--- config.mk ---
export PLATFORM = sky130hd
export DESIGN_NAME = eight_bit_alu_with_flags
export DESIGN_NICKNAME = d
export VERILOG_FILES = /design/src/design/ebalu_pkg.sv /design/src/design/ebalu_core.sv /design/src/design/eight_bit_alu_with_flags.sv
export SDC_FILE = /design/constraint.sdc
export NUM_CORES = 1
export LEC_CHECK = 0
export ABC_AREA = 1
export BUFFER_PORTS_ARGS = -buffer_cell sky130_fd_sc_hd__buf_2
export CAP_MARGIN = 15
export CORE_UTILIZATION = 55
export DETAILED_ROUTE_END_ITERATION = 10
export PLACE_DENSITY = 0.82
export SLEW_MARGIN = 20
export SYNTH_ARGS = -nofsm -noshare
export SYNTH_HDL_FRONTEND = slang
export SYNTH_SLANG_ARGS = --single-unit
--- constraint.sdc ---
create_clock -name clock -period 3.73 [get_ports clock]
set_input_delay 0 -clock clock [delete_from_list [all_inputs] [get_ports clock]]
set_output_delay 0 -clock clock [all_outputs]
set_load 0.05 [all_outputs]
--- src/design/ebalu_pkg.sv ---
// Package with the opcodes and shared types of the eight-bit ALU.
package ebalu_pkg;

   localparam logic [4:0] OP_ADD       = 5'd0;
   localparam logic [4:0] OP_ADC       = 5'd1;
   localparam logic [4:0] OP_SUB       = 5'd2;
   localparam logic [4:0] OP_SBC       = 5'd3;
   localparam logic [4:0] OP_AND       = 5'd4;
   localparam logic [4:0] OP_XOR       = 5'd5;
   localparam logic [4:0] OP_OR        = 5'd6;
   localparam logic [4:0] OP_CP        = 5'd7;
   localparam logic [4:0] OP_INC       = 5'd8;
   localparam logic [4:0] OP_DEC       = 5'd9;
   localparam logic [4:0] OP_RLC       = 5'd10;
   localparam logic [4:0] OP_RRC       = 5'd11;
   localparam logic [4:0] OP_RL        = 5'd12;
   localparam logic [4:0] OP_RR        = 5'd13;
   localparam logic [4:0] OP_SLA       = 5'd14;
   localparam logic [4:0] OP_SRA       = 5'd15;
   localparam logic [4:0] OP_SWAP      = 5'd16;
   localparam logic [4:0] OP_SRL       = 5'd17;
   localparam logic [4:0] OP_BIT       = 5'd18;
   localparam logic [4:0] OP_RES       = 5'd19;
   localparam logic [4:0] OP_SET       = 5'd20;
   localparam logic [4:0] OP_DAA       = 5'd21;
   localparam logic [4:0] OP_CPL       = 5'd22;
   localparam logic [4:0] OP_CCF       = 5'd23;
   localparam logic [4:0] OP_SCF       = 5'd24;
   localparam logic [4:0] OP_ADD16     = 5'd25;
   localparam logic [4:0] OP_SP_OFFSET = 5'd26;

   typedef struct packed {
      logic [4:0]  op;
      logic [7:0]  operand;
      logic [2:0]  bit_index;
      logic [15:0] wide_base;
      logic [15:0] wide_operand;
   } alu_req_type;

   typedef struct packed {
      logic [7:0] acc;
      logic       zero;
      logic       subtract;
      logic       half_carry;
      logic       carry;
   } state_type;

   typedef struct packed {
      logic [7:0]  result_value;
      logic [15:0] wide_result;
      logic        zero;
      logic        subtract;
      logic        half_carry;
      logic        carry;
   } rsp_type;

endpackage

--- src/design/ebalu_core.sv ---
// Single-pass ALU datapath: one request and the current state give the result and next state.
module ebalu_core
   import ebalu_pkg::*;
(
   input  alu_req_type req,
   input  state_type   state,
   output rsp_type     rsp,
   output state_type   state_next
);

   logic [7:0]  a;
   logic [7:0]  r;
   logic        c;
   logic        cin;
   logic [8:0]  sum9;
   logic [4:0]  sum_lo;
   logic [8:0]  diff9;
   logic [4:0]  diff_lo;
   logic [7:0]  daa_val;
   logic        daa_carry;
   logic [16:0] add16_sum;
   logic [12:0] add16_lo;
   logic [15:0] sp_sum;
   logic [8:0]  sp_lo8;
   logic [4:0]  sp_lo4;

   assign a = state.acc;
   assign r = req.operand;
   assign c = state.carry;

   assign cin     = ((req.op == OP_ADC) || (req.op == OP_SBC)) ? c : 1'b0;
   assign sum9    = {1'b0, a} + {1'b0, r} + {8'd0, cin};
   assign sum_lo  = {1'b0, a[3:0]} + {1'b0, r[3:0]} + {4'd0, cin};
   assign diff9   = {1'b0, a} - {1'b0, r} - {8'd0, cin};
   assign diff_lo = {1'b0, a[3:0]} - {1'b0, r[3:0]} - {4'd0, cin};

   assign add16_sum = {1'b0, req.wide_base} + {1'b0, req.wide_operand};
   assign add16_lo  = {1'b0, req.wide_base[11:0]} + {1'b0, req.wide_operand[11:0]};
   assign sp_sum    = req.wide_base + {{8{r[7]}}, r};
   assign sp_lo8    = {1'b0, req.wide_base[7:0]} + {1'b0, r};
   assign sp_lo4    = {1'b0, req.wide_base[3:0]} + {1'b0, r[3:0]};

   // The low-nibble check in the add direction looks at the accumulator before
   // the high correction is applied.
   always_comb begin
      daa_val   = a;
      daa_carry = c;
      if (!state.subtract) begin
         if (c || (a > 8'h99)) begin
            daa_val   = daa_val + 8'h60;
            daa_carry = 1'b1;
         end
         if (state.half_carry || (a[3:0] > 4'h9)) begin
            daa_val = daa_val + 8'h06;
         end
      end else begin
         if (c) begin
            daa_val = daa_val - 8'h60;
         end
         if (state.half_carry) begin
            daa_val = daa_val - 8'h06;
         end
      end
   end

   always_comb begin
      rsp.result_value = a;
      rsp.wide_result  = 16'd0;
      rsp.zero         = state.zero;
      rsp.subtract     = state.subtract;
      rsp.half_carry   = state.half_carry;
      rsp.carry        = state.carry;
      state_next.acc   = a;
      case (req.op)
         OP_ADD, OP_ADC: begin
            rsp.result_value = sum9[7:0];
            rsp.half_carry   = sum_lo[4];
            rsp.carry        = sum9[8];
            rsp.subtract     = 1'b0;
            state_next.acc   = sum9[7:0];
         end
         OP_SUB, OP_SBC, OP_CP: begin
            rsp.result_value = (req.op == OP_CP) ? a : diff9[7:0];
            rsp.half_carry   = diff_lo[4];
            rsp.carry        = diff9[8];
            rsp.subtract     = 1'b1;
            if (req.op != OP_CP) begin
               state_next.acc = diff9[7:0];
            end
         end
         OP_AND, OP_XOR, OP_OR: begin
            if (req.op == OP_AND) begin
               rsp.result_value = a & r;
            end else if (req.op == OP_XOR) begin
               rsp.result_value = a ^ r;
            end else begin
               rsp.result_value = a | r;
            end
            rsp.subtract   = 1'b0;
            rsp.half_carry = (req.op == OP_AND);
            rsp.carry      = 1'b0;
            state_next.acc = rsp.result_value;
         end
         OP_INC: begin
            rsp.result_value = r + 8'd1;
            rsp.subtract     = 1'b0;
            rsp.half_carry   = (r[3:0] == 4'hF);
         end
         OP_DEC: begin
            rsp.result_value = r - 8'd1;
            rsp.subtract     = 1'b1;
            rsp.half_carry   = (r[3:0] == 4'h0);
         end
         OP_RLC: begin
            rsp.result_value = {r[6:0], r[7]};
            rsp.carry        = r[7];
         end
         OP_RRC: begin
            rsp.result_value = {r[0], r[7:1]};
            rsp.carry        = r[0];
         end
         OP_RL: begin
            rsp.result_value = {r[6:0], c};
            rsp.carry        = r[7];
         end
         OP_RR: begin
            rsp.result_value = {c, r[7:1]};
            rsp.carry        = r[0];
         end
         OP_SLA: begin
            rsp.result_value = {r[6:0], 1'b0};
            rsp.carry        = r[7];
         end
         OP_SRA: begin
            rsp.result_value = {r[7], r[7:1]};
            rsp.carry        = r[0];
         end
         OP_SWAP: begin
            rsp.result_value = {r[3:0], r[7:4]};
            rsp.carry        = 1'b0;
         end
         OP_SRL: begin
            rsp.result_value = {1'b0, r[7:1]};
            rsp.carry        = r[0];
         end
         OP_BIT: begin
            rsp.result_value = r;
            rsp.zero         = ~r[req.bit_index];
            rsp.subtract     = 1'b0;
            rsp.half_carry   = 1'b1;
         end
         OP_RES: begin
            rsp.result_value = r & ~(8'd1 << req.bit_index);
         end
         OP_SET: begin
            rsp.result_value = r | (8'd1 << req.bit_index);
         end
         OP_DAA: begin
            rsp.result_value = daa_val;
            rsp.half_carry   = 1'b0;
            rsp.carry        = daa_carry;
            state_next.acc   = daa_val;
         end
         OP_CPL: begin
            rsp.result_value = ~a;
            rsp.subtract     = 1'b1;
            rsp.half_carry   = 1'b1;
            state_next.acc   = ~a;
         end
         OP_CCF, OP_SCF: begin
            rsp.carry      = (req.op == OP_CCF) ? ~c : 1'b1;
            rsp.subtract   = 1'b0;
            rsp.half_carry = 1'b0;
         end
         OP_ADD16: begin
            rsp.result_value = 8'd0;
            rsp.wide_result  = add16_sum[15:0];
            rsp.subtract     = 1'b0;
            rsp.half_carry   = add16_lo[12];
            rsp.carry        = add16_sum[16];
         end
         OP_SP_OFFSET: begin
            rsp.result_value = 8'd0;
            rsp.wide_result  = sp_sum;
            rsp.zero         = 1'b0;
            rsp.subtract     = 1'b0;
            rsp.half_carry   = sp_lo4[4];
            rsp.carry        = sp_lo8[8];
         end
         default: begin
         end
      endcase

      // The rotates and shifts share their zero, subtract and half carry rule.
      if ((req.op >= OP_RLC) && (req.op <= OP_SRL)) begin
         rsp.subtract   = 1'b0;
         rsp.half_carry = 1'b0;
      end
      if (((req.op <= OP_SRL) && (req.op != OP_CP)) || (req.op == OP_DAA)) begin
         rsp.zero = (rsp.result_value == 8'd0);
      end else if (req.op == OP_CP) begin
         rsp.zero = (diff9[7:0] == 8'd0);
      end

      state_next.zero       = rsp.zero;
      state_next.subtract   = rsp.subtract;
      state_next.half_carry = rsp.half_carry;
      state_next.carry      = rsp.carry;
   end

endmodule

--- src/design/eight_bit_alu_with_flags.sv ---
// Top level of the eight-bit ALU with accumulator and flags.
// A request is registered on acceptance and passes through the ALU logic once on its way
// into the result register, which drives the result ports. One request is taken every
// cycle while the result side is not stalled: the accumulator and flags update on that
// same pass, so each request sees the state left by the one before it. While a finished
// result waits, the input register can still hold one more request, so the block stalls
// its input only when it holds two.
// Reset clears the accumulator and all four flags.
module eight_bit_alu_with_flags
   import ebalu_pkg::*;
(
   input  logic        clock,
   input  logic        reset,
   input  logic        req_valid,
   output logic        req_stall,
   input  logic [4:0]  req_type,
   input  logic [7:0]  req_operand,
   input  logic [2:0]  req_bit_index,
   input  logic [15:0] req_wide_base,
   input  logic [15:0] req_wide_operand,
   output logic        rsp_valid,
   input  logic        rsp_stall,
   output logic [7:0]  rsp_result_value,
   output logic [15:0] rsp_wide_result,
   output logic        rsp_zero_out,
   output logic        rsp_subtract_out,
   output logic        rsp_half_carry_out,
   output logic        rsp_carry_out
);

   logic        in_valid_ff;
   logic        in_valid_in;
   alu_req_type in_req_ff;
   logic        rsp_valid_ff;
   logic        rsp_valid_in;
   rsp_type     rsp_ff;
   state_type   state_ff;
   state_type   state_in;
   rsp_type     core_rsp;
   logic        out_free;
   logic        advance;
   logic        req_take;

   assign out_free  = !rsp_valid_ff || !rsp_stall;
   assign advance   = in_valid_ff && out_free;
   assign req_stall = in_valid_ff && !out_free;
   assign req_take  = req_valid && !req_stall;

   ebalu_core u_core (
      .req        (in_req_ff),
      .state      (state_ff),
      .rsp        (core_rsp),
      .state_next (state_in)
   );

   always_comb begin
      in_valid_in = in_valid_ff;
      if (req_take) begin
         in_valid_in = 1'b1;
      end else if (advance) begin
         in_valid_in = 1'b0;
      end
      rsp_valid_in = rsp_valid_ff;
      if (advance) begin
         rsp_valid_in = 1'b1;
      end else if (!rsp_stall) begin
         rsp_valid_in = 1'b0;
      end
   end

   always_ff @(posedge clock) begin
      if (reset) begin
         in_valid_ff  <= 1'b0;
         rsp_valid_ff <= 1'b0;
         state_ff     <= '0;
      end else begin
         in_valid_ff  <= in_valid_in;
         rsp_valid_ff <= rsp_valid_in;
         if (advance) begin
            state_ff <= state_in;
         end
      end
   end

   always_ff @(posedge clock) begin
      if (req_take) begin
         in_req_ff.op           <= req_type;
         in_req_ff.operand      <= req_operand;
         in_req_ff.bit_index    <= req_bit_index;
         in_req_ff.wide_base    <= req_wide_base;
         in_req_ff.wide_operand <= req_wide_operand;
      end
      if (advance) begin
         rsp_ff <= core_rsp;
      end
   end

   assign rsp_valid          = rsp_valid_ff;
   assign rsp_result_value   = rsp_ff.result_value;
   assign rsp_wide_result    = rsp_ff.wide_result;
   assign rsp_zero_out       = rsp_ff.zero;
   assign rsp_subtract_out   = rsp_ff.subtract;
   assign rsp_half_carry_out = rsp_ff.half_carry;
   assign rsp_carry_out      = rsp_ff.carry;

endmodule

==> summary.txt <==
Outcome: complete, no violations
Clk pwr share: 0.284
Row cnt: 43
Die W: 123 um
Fillers: 1,181
Slew headroom: 0.278
Synth warn: 0
Root Buffer: clkbuf_16
Cell internal pwr: 0.00195 W
Comb power frac: 0.325
Final min period: 3.44 ns
ANT cells: 0
Mux share of post-synthesis cell area: 0
Hold WS: 0.0275 ns
Post-Synthesis Cells: 1,120
Layout area overhead: 19.0%
1st-pass router iterations: 6
Synth area leader: edfxtp_1
Leak pwr: 4.69 nW
Fraction of the mapped netlist area in adder cells: 0.127
Die area: 15,200 um2
Synth top area cells: edfxtp_1 28%, nand2_1 13%, ha_1 11%
Worst Setup Start Kind: flop
Clk sinks: 90
H-tree levels: 3
Async SR Flop Fraction: 0
Worst Path Required: 4.03 ns
Critical path's top delay family: simple AND/OR/NAND/NOR gates
Worst hold path type: primary input to flop
Cell area power density: 319 nW/um2
Critical path arrival: 3.74 ns
Detailed placement HPWL: 21,900 um
Vias in the first global route: 8,051
Count of pins over their slew limit: 0
Yosys top cell area share: 0.282
Register area share after synthesis: 0.317
Core area: 14,100 um2
Max VDD drop: 0.000384 V
Gr ovfl total: 0
Fin crit share: 0.922
Vias per std cell: 6.05
Predominant post-synthesis flop cell: edfxtp_1
Largest net degree at the start of global routing: 49
Largest family of logic cells by synthesized area: simple AND/OR/NAND/NOR gates
Initial antenna violation count: 0
Die H: 123 um
TritonCTS clock tree: yes
CTS clock-pin slew for the worst setup and hold paths: 0.06 ns
Skew final: 0.0141 ns
GP Congestion: 1.01
Post-Route WL: 29,700 um
WS Path Type: flop to flop
Initial Utilization: 0.574
Clock tree buffer depth: 2
Fin nets: 1,406
Initial DRC Count: 954
Syn avg cell area: 7.23 um2
Top cell by count, worst path: nand2_1
Simple-Gate Fraction of Synth Area: 0.299
Top-count cell post-synth: nand2_1
Max-Cap Viols: 0
Worst-Skew Late Latency: 0.36 ns
Setup TNS Final: 0 ns
CP endpoint kind: flop
Synth cell count leaders: 274 x nand2_1, 143 x inv_1, 103 x nand3_1
Syn_nets: 1,250
Post-synthesis compound-gate area fraction: 0.147
First-pass GRT wire length: 44,900 um
CTS buffer count: 9
Max Fclk: 291 MHz
EDFF count, synth: 76
Synthesized area: 8090 um2
PortBufs: 81
Buf/Inv on CP: 5
Distinct cells, synth: 49
Synth Register Bits: 90
Routed Antenna Nets: 0
CP max stage cell: edfxtp_1
Xor and xnor fraction of the mapped netlist area: 0.0227
# setup viols final: 0
Sw Ratio: 0.365
Sw power: 0.00112 W
Share of layout cells above drive strength 1: 0.134
I/O pins: 82
Number of hold violations in the final report: 0
Worst slew pin tran: 1.08 ns
Seq pwr share: 0.391
Per-cell routed wire length: 20.4 um
Via count: 8,832
DRC: 0
GRT Util Overall: 0.404
RSZ-0062 raised after global routing: false
CP peak stage delay: 0.50 ns
Crit Path Max Fanout: 7
## cell type report
class | count | area (um2) | share of cell area
multi-input combinational | 860 | 4850 | 0.503
sequential | 90 | 2560 | 0.266
timing repair buffer | 162 | 1140 | 0.118
inverter | 153 | 577 | 0.0599
clock buffer | 10 | 229 | 0.0238
tap | 180 | 225 | 0.0234
clock inverter | 6 | 48.8 | 0.00507
## logic make-up after synthesis
family	count (synthesis)
buffers and inverters	170
xor gates and xnor gates	21
adders and majority gates	78
DFF	90
and+or+nand+nor	550
AOI/OAI and AO/OA	211
## worst reg2reg max path: stages (launching register included)
cell and delay, ns:
edfxtp_1 0.50, nor2_8 0.18, nand2_1 0.14, nor3_4 0.20
inv_1 0.08, fa_1 0.44, fa_1 0.44, inv_1 0.07
nand2_1 0.06, nand2_1 0.06, nand2_1 0.07, inv_1 0.07
nand2_1 0.05, nand2_1 0.08, inv_1 0.06, nand2_1 0.06
nand3_1 0.06, nor2_1 0.12, nand3_1 0.09, nand2_1 0.09
nand3_1 0.07, nor2_1 0.12, nand3_1 0.11, nand3_1 0.08
nand2_1 0.05, inv_1 0.04
## worst paths after layout
kind | from | cells past startpoint | endpoint | slack (ns)
worst max-delay path | in_req_ff[46] | 25 | state_ff[3] | 0.29
worst max register to register | in_req_ff[46] | 25 | state_ff[3] | 0.29
worst min register to register | rsp_valid | 2 | rsp_valid | 0.52
worst min-delay path | reset | 2 | rsp_valid | 0.03
## routing by layer
| metal | part of all wire | track usage | vias up |
|---|---|---|---|
| met5 | 0 | 0 | - |
| met4 | 0.037 | 0.164 | 0 |
| met3 | 0.12 | 0.0996 | 95 |
| met2 | 0.42 | 0.601 | 606 |
| met1 | 0.42 | 0.559 | 4009 |
| li1 | - | - | 4122 |
## registers in the layout, indices dropped and copies added (netlist names)
| register | cells |
|---|---|
| in_valid_ff | 1 |
| rsp_subtract_out | 1 |
| rsp_zero_out | 1 |
| rsp_carry_out | 1 |
| rsp_half_carry_out | 1 |
| state_ff | 12 |
| rsp_valid | 1 |
| in_req_ff | 48 |
| rsp_result_value | 8 |
| rsp_wide_result | 16 |
## power by group through the flow
stage                     clock network (W)  registers (W)  logic, W
after floorplan                           0        0.00127  0.000586
after global placement                    0        0.00122  0.000894
after detailed placement                  0        0.00122  0.000906
after CTS                          0.000861        0.00120  0.000951
after global routing               0.000907        0.00121   0.00108
final                              0.000872        0.00120   0.00100
## what timing repair did
item                                   CTS  global route
hold buffers                            50             0
setup endpoints to repair                0             2
endpoints found under the hold margin   50             0
setup buffers                            0             0
gates resized for setup                  0             2
## through the flow
step / utilization / instance area [um2] / cells / setup WS (ns) / power (W)
global placement: 0.627 / 8840 / 1395 / 0.337 / 0.00212
finish: 0.683 / 9630 / 1461 / 0.291 / 0.00308
global route: 0.683 / 9630 / 1461 / 0.00199 / 0.00320
detailed placement: 0.627 / 8840 / 1395 / 0.259 / 0.00213
CTS: 0.682 / 9620 / 1461 / 0.221 / 0.00301
floorplan: - / 8090 / 1120 / 0.658 / 0.00186
## placed cells by master, fill, tap and decap left out, types with 3 or more instances in the layout
cell / instances
a2111oi_0: 3
a211oi_1: 3
a21oi_1: 84
a31oi_1: 7
buf_2: 81
buf_4: 31
clkbuf_16: 9
clkinvlp_4: 3
dfxtp_1: 14
dlygate4sd3_1: 50
edfxtp_1: 76
fa_1: 7
ha_1: 71
inv_1: 142
inv_2: 9
nand2_1: 274
nand2_2: 6
nand3_1: 103
nand4_1: 23
nor2_1: 97
nor2_2: 7
nor2_4: 6
nor3_1: 13
o2111ai_1: 5
o211ai_1: 10
o21a_1: 3
o21ai_0: 64
o21ai_1: 6
o21bai_1: 3
o22ai_1: 11
or2_2: 10
xnor2_1: 9
xor2_1: 12
(Power assumes the default switching activity.)
